## src/design/mrt_pkg.sv

```systemverilog
// ----------------------------------------------------------------------------
// mrt_pkg: shared types and constants of the memory region table
// Action codes, region kinds and the cell-to-cell entry word.
// ----------------------------------------------------------------------------
package mrt_pkg;

  localparam int unsigned DefaultCapacity = 64;

  typedef enum logic [2:0] {
    ActLoad    = 3'd0,
    ActFinish  = 3'd1,
    ActQuery   = 3'd2,
    ActReclaim = 3'd3,
    ActTotals  = 3'd4,
    ActBound   = 3'd5,
    ActRsvd6   = 3'd6,
    ActRsvd7   = 3'd7
  } action_e;

  localparam logic [2:0] KindUsable = 3'd1;
  localparam logic [2:0] KindAcpi   = 3'd3;
  localparam logic [2:0] KindBad    = 3'd5;
  localparam logic [1:0] ExtValid   = 2'd1;

  // Total kind of the final totals result (bad regions).
  localparam logic [2:0] TotalKindLast = 3'd4;

  // Entry word moving along the ring of cells.
  typedef struct packed {
    logic [63:0] base;
    logic [63:0] size;
    logic [2:0]  kind;
  } entry_t;

  typedef enum logic [2:0] {
    StIdle,
    StWalk,
    StTotals,
    StOut
  } state_e;

endpackage

```

## src/design/mrt_cell.sv

```systemverilog
// ----------------------------------------------------------------------------
// mrt_cell: one storage cell of the region ring
// Holds one entry; on shift it takes its upstream neighbor's entry.
// ----------------------------------------------------------------------------
module mrt_cell (
  input  logic            clk_i,
  input  logic            shift_i,
  input  mrt_pkg::entry_t entry_i,
  output mrt_pkg::entry_t entry_o
);

  mrt_pkg::entry_t entry_q;

  always_ff @(posedge clk_i) begin
    if (shift_i) begin
      entry_q <= entry_i;
    end
  end

  assign entry_o = entry_q;

endmodule

```

## config.mk

```make
export PLATFORM = sky130hd
export DESIGN_NAME = mrt_cell
export DESIGN_NICKNAME = d
export VERILOG_FILES = /design/src/design/mrt_pkg.sv /design/src/design/mrt_cell.sv
export SDC_FILE = /design/constraint.sdc
export NUM_CORES = 1
export LEC_CHECK = 0
export ABC_AREA = 1
export BUFFER_PORTS_ARGS = -buffer_cell sky130_fd_sc_hd__buf_2
export CAP_MARGIN = 20
export CELL_PAD_IN_SITES_DETAIL_PLACEMENT = 0
export CELL_PAD_IN_SITES_GLOBAL_PLACEMENT = 1
export CORE_ASPECT_RATIO = 0.75
export CORE_MARGIN = 10
export CORE_UTILIZATION = 33
export DETAILED_ROUTE_END_ITERATION = 8
export GPL_TIMING_DRIVEN = 0
export PLACE_DENSITY_LB_ADDON = 0.15
export RECOVER_POWER = 100
export SYNTH_ARGS = -nofsm -noshare
export SYNTH_HDL_FRONTEND = slang
export SYNTH_SLANG_ARGS = --single-unit
```

## constraint.sdc

```tcl
create_clock -name clk_i -period 0.8 [get_ports clk_i]
set_input_delay 0.08 -clock clk_i [delete_from_list [all_inputs] [get_ports clk_i]]
set_output_delay 0.08 -clock clk_i [all_outputs]
set_load 0.1 [all_outputs]
```

==> results of run 1 <==
-- through the flow --
step	setup slack [ps]	utilization (%)	std cells	setup TNS [ps]
2_1_floorplan	-184	-	131	-24110
3_3_place_gp	-1790	47.0	556	-234280
3_5_place_dp	-507	47.2	557	-44420
-- logic make-up after synthesis --
kind of cell	Yosys count
flops	131
==> results.toml, run 1 <==
[yosys]
synth_adder_area_share_pct = 0
post_synth_most_frequent_cells = "sky130_fd_sc_hd__edfxtp_1 (131)"
synth_top_flop_cell = "sky130_fd_sc_hd__edfxtp_1"
synth_sequential_area_ratio_pct = 100
yosys-mux-area-fraction_pct = 0
synth_most_common_cell = "sky130_fd_sc_hd__edfxtp_1"
edff_count_synth = 131
netlist_area_um2 = 3930
synth_async_sr_flop_share_pct = 0
netlist.top_cell.by_area = "sky130_fd_sc_hd__edfxtp_1"
synth_area_per_cell_um2 = 30.0
synth_top_area_share_pct = 100
synth_nets = 264
yosys_register_bits = 131
post_synth_main_area_contributors = "sky130_fd_sc_hd__edfxtp_1 (100%)"
distinct_cell_type_count_of_the_synthesized_netlist = 1
post_synth_xor_area_fraction_pct = 0
post_synth_simple_gate_area_pct = 0
synth_compound_gate_area_share_pct = 0
syn-instance-count = 131
yosysWarningCount = 0

[clock_tree]
cts.path.max_buffers = 2
ctsHtreeMaxLevel = 4
holdBufCountCts = 118
clock_sinks = 131
cts_setup_buffers = 0
cts_root_buf = "sky130_fd_sc_hd__clkbuf_16"
cts_buffers = 17
postCtsResizedCells = 263

[placed_design]
placement.cell_area_um2 = 5490
count_of_port_buffers_added_during_placement = 263
gp_routability_congestion = 0.710
detailedPlacementHpwl_mm = 8.56

[floorplan]
dieHeight_um = 115
start_util_pct = 33.9
floorplan.io_pins = 264
placementRows = 34
fp.dieW_um = 146

[status]
stop_error = "[ERROR RSZ-0060] Max buffer count reached."
run_status = "did not finish"
stop_stage = "clock tree synthesis"
==> run 2: changes to the inputs <==
--- a/config.mk
+++ b/config.mk
@@ -8,11 +8,8 @@
 export ABC_AREA = 1
 export BUFFER_PORTS_ARGS = -buffer_cell sky130_fd_sc_hd__buf_2
 export CAP_MARGIN = 20
-export CELL_PAD_IN_SITES_DETAIL_PLACEMENT = 0
-export CELL_PAD_IN_SITES_GLOBAL_PLACEMENT = 1
-export CORE_ASPECT_RATIO = 0.75
 export CORE_MARGIN = 10
-export CORE_UTILIZATION = 33
+export CORE_UTILIZATION = 20
 export DETAILED_ROUTE_END_ITERATION = 8
 export GPL_TIMING_DRIVEN = 0
 export PLACE_DENSITY_LB_ADDON = 0.15
==> run 2 against run 1 <==
Net effect:
- synthesized area is the same
- synthesized cell count is the same
- the flow now finishes, with violations (setup timing)
==> results.toml, run 2 <==
[yosys]
synth_area_per_cell_um2 = 30.0
synth_sequential_area_ratio_pct = 100
yosys_register_bits = 131
synth_most_common_cell = "sky130_fd_sc_hd__edfxtp_1"
syn-instance-count = 131
synth_top_area_share_pct = 100
synth_top_flop_cell = "sky130_fd_sc_hd__edfxtp_1"
synth_async_sr_flop_share_pct = 0
post_synth_main_area_contributors = "sky130_fd_sc_hd__edfxtp_1 (100%)"
post_synth_most_frequent_cells = "sky130_fd_sc_hd__edfxtp_1 (131)"
edff_count_synth = 131
netlist.top_cell.by_area = "sky130_fd_sc_hd__edfxtp_1"
synth_nets = 264
netlist_area_um2 = 3930
distinct_cell_type_count_of_the_synthesized_netlist = 1
yosysWarningCount = 0

[clock_tree]
cts_root_buf = "sky130_fd_sc_hd__clkbuf_16"
ctsHtreeMaxLevel = 4
cts_tree = "yes"
cts.path.max_buffers = 2
cts_buffers = 17
clkSlewWorstSetupHoldPaths_ps = 60
clock_sinks = 131

[timing]
fin_tns_setup_ps = -37920
setup_violations = 167
setup_slack_ps = -293
portion_of_the_clock_cycle_consumed_by_the_worst_path_in_the_final_layout_pct = 137
worstMarginPinSlew_ps = 586
fin_hold_ws_ps = 144
final-max-slew-violation-count = 0
grt_setup_unrepaired = "true"
fmax_mhz = 915
worst_slew_margin_rel_pct = 61.0
timing.final.crit_period_ps = 1090
finalHoldViolations = 0

[worst_setup_path]
path_buf_inv = 1
setup_crit_start = "entry_o[98]$_DFFE_PP_"
critical_path_required_ps = 720
critical_path_cell_sequence = "buf_6"
setup.worst_path.class = "register to output pin"
worst_path_largest_cell_delay_ps = 400
setup.worst_path.start_class = "register"
worst_ep_arrival_time_ps = 1010
cell_at_the_slowest_stage_of_the_critical_path = "sky130_fd_sc_hd__edfxtp_1"
critical_path_peak_fanout = 1
end_kind = "output pin"
crit_family = "flip-flops"

[route]
remaining_drc_errors = 0
wl_mm = 13.1
antenna_left = 0
routed_via_density = 3.53
dr.first_iter.drc_count = 98
wl_per_cell_um = 15.9
vias = 2907
drt_pre_antenna_iters = 4

[placed_design]
pre_cts_ws_ps = -538
gp_routability_congestion = 0.670
placement.cell_area_um2 = 5620
place.detailed.instances = 660
count_of_port_buffers_added_during_placement = 263

[floorplan]
die_ar_um2 = 25700
start_util_pct = 20.3
floorplan.io_pins = 264
placementRows = 51
fp.dieW_um = 160
core-area_um2 = 19400
dieHeight_um = 160

[global_routing]
globalRoute.totalOverflow = 0
vias_in_the_first_global_route = 3475
grt_pass1_wl_mm = 20.3
largest_net_degree_at_the_start_of_global_routing = 61
track_usage_pct = 10.1
antenna_found_initial = 0

[pwr]
intPower_mw = 14.4
design_power_total_mw = 22.0
netSwitchingPower_mw = 7.58
share_seq_of_total_power_pct = 38.3
sw_frac_of_total_pct = 34.5
total_power_divided_by_cell_area_nw_per_um2 = 2630
pwr-share-comb_pct = 27.6
clockPowerShare_pct = 34.0
power.ir.vdd_worst_mv = 1.30
power.static_leakage_nw = 3.45

[finish]
drive_gt1_share_pct = 52.4
n_antenna_cell = 0
multiInputGateArea_um2 = 0
final_design_area_no_fill_um2 = 8350
number_of_flip_flops_under_the_largest_register_name = 131
layoutNonFillerInstCount = 824
post-route-util_pct = 43.0
num-nets-final = 679
multi_input_comb_cells = 0
layout.cells.most_common_list = "sky130_fd_sc_hd__edfxtp_1 (131), sky130_fd_sc_hd__dlygate4sd3_1 (131), sky130_fd_sc_hd__buf_2 (131), sky130_fd_sc_hd__buf_6 (130), sky130_fd_sc_hd__clkbuf_16 (17)"
area_growth_from_synthesis_to_layout_pct = 112

[min_path]
hp-start = "shift_i"
holdCritPathClass = "primary input to register"

[flow_run]
drv_cap = 0

[status]
failed_checks = "setup timing"
run_status = "finished, violations left"
[run 2: cells by family (layout without fill, tap and decap cells)]
family / count (synthesis) / in the layout / synth area share [%]
flops: 131 / 131 / 100
buf+inv: 0 / 428 / 0
[run 2: layout make-up]
cell class / instances / area [µm²]
Clock buffer: 19 / 433
Clock inverter: 13 / 136
Fill cell: 1749 / 11100
Sequential cell: 131 / 3930
Tap cell: 265 / 332
Timing Repair Buffer: 396 / 3510
[run 2: final timing paths]
kind                     end  depth (start not counted)
min   entry_o[106]$_DFFE_PP_                          1
max              entry_o[98]                          1
[run 2: timing repair]
item                                    in CTS  in global routing
resized for setup                          264                  2
gates cloned                                 1                  0
endpoints found under the setup margin     204                131
hold buffers                               131                  0
setup buffers                                0                  0
endpoints found under the hold margin      131                  0
[run 2: power by group through the flow]
stage                     Clock [mW]  Combinational [mW]  Sequential, mW
after floorplan                    0                   0            12.3
after global placement             0                4.91            8.43
after detailed placement           0                4.94            8.42
after CTS                       7.77                6.13            8.42
after global routing            8.10                6.25            8.48
final                           7.49                6.08            8.42
[run 2: metal layers]
layer  up-vias  track usage [%]  share of wire (%)
met5         -                0                  0
met4         0             3.26               0.86
met3         5             5.58                9.9
met2       144             17.6                 53
met1      1384             10.2                 36
li1       1374                -                  -
No activity file was read; power rests on OpenSTA's default activity.
==> run 3: changes to the inputs <==
--- a/config.mk
+++ b/config.mk
@@ -6,11 +6,12 @@
 export NUM_CORES = 1
 export LEC_CHECK = 0
 export ABC_AREA = 1
-export BUFFER_PORTS_ARGS = -buffer_cell sky130_fd_sc_hd__buf_2
 export CAP_MARGIN = 20
 export CORE_MARGIN = 10
 export CORE_UTILIZATION = 20
+export CTS_CLUSTER_DIAMETER = 30
 export DETAILED_ROUTE_END_ITERATION = 8
+export DONT_BUFFER_PORTS = 1
 export GPL_TIMING_DRIVEN = 0
 export PLACE_DENSITY_LB_ADDON = 0.15
 export RECOVER_POWER = 100
==> run 3 against run 2 <==
Net effect:
- the run now fails in clock tree synthesis
- synthesized cell count unchanged
- synthesized area unchanged
==> results.toml, run 3 <==
[status]
run_status = "did not finish"
stop_stage = "clock tree synthesis"
stop_error = "[ERROR RSZ-0060] Max buffer count reached."

[floorplan]
fp.dieW_um = 160
placementRows = 51
floorplan.io_pins = 264
dieHeight_um = 160
start_util_pct = 20.3

[placed_design]
pre_cts_ws_ps = -262
count_of_port_buffers_added_during_placement = 0
gp_routability_congestion = 0.654

[yosys]
netlist.top_cell.by_area = "sky130_fd_sc_hd__edfxtp_1"
yosysWarningCount = 0
synth_nets = 264
synth_top_area_share_pct = 100
post_synth_main_area_contributors = "sky130_fd_sc_hd__edfxtp_1 (100%)"
netlist_area_um2 = 3930
syn-instance-count = 131
distinct_cell_type_count_of_the_synthesized_netlist = 1
synth_area_per_cell_um2 = 30.0
synth_sequential_area_ratio_pct = 100
synth_most_common_cell = "sky130_fd_sc_hd__edfxtp_1"
post_synth_most_frequent_cells = "sky130_fd_sc_hd__edfxtp_1 (131)"
synth_async_sr_flop_share_pct = 0
synth_top_flop_cell = "sky130_fd_sc_hd__edfxtp_1"
yosys_register_bits = 131
edff_count_synth = 131

[clock_tree]
cts.path.max_buffers = 2
cts_setup_buffers = 0
ctsHtreeMaxLevel = 4
holdBufCountCts = 101
postCtsResizedCells = 0
clock_sinks = 131
cts_root_buf = "sky130_fd_sc_hd__clkbuf_16"
cts_buffers = 17
-- run 3: cells by family after synthesis --
| family | after synthesis | share of synthesized area (%) |
|---|---|---|
| flops | 131 | 100 |
-- run 3: through the flow --
step	setup TNS (ps)	cells	hold WS, ps	util, %	area [µm²]
3_5_place_dp	-27520	396	179	22.0	4270
3_3_place_gp	-27860	396	179	22.0	4270
2_1_floorplan	-24110	131	179	-	3930
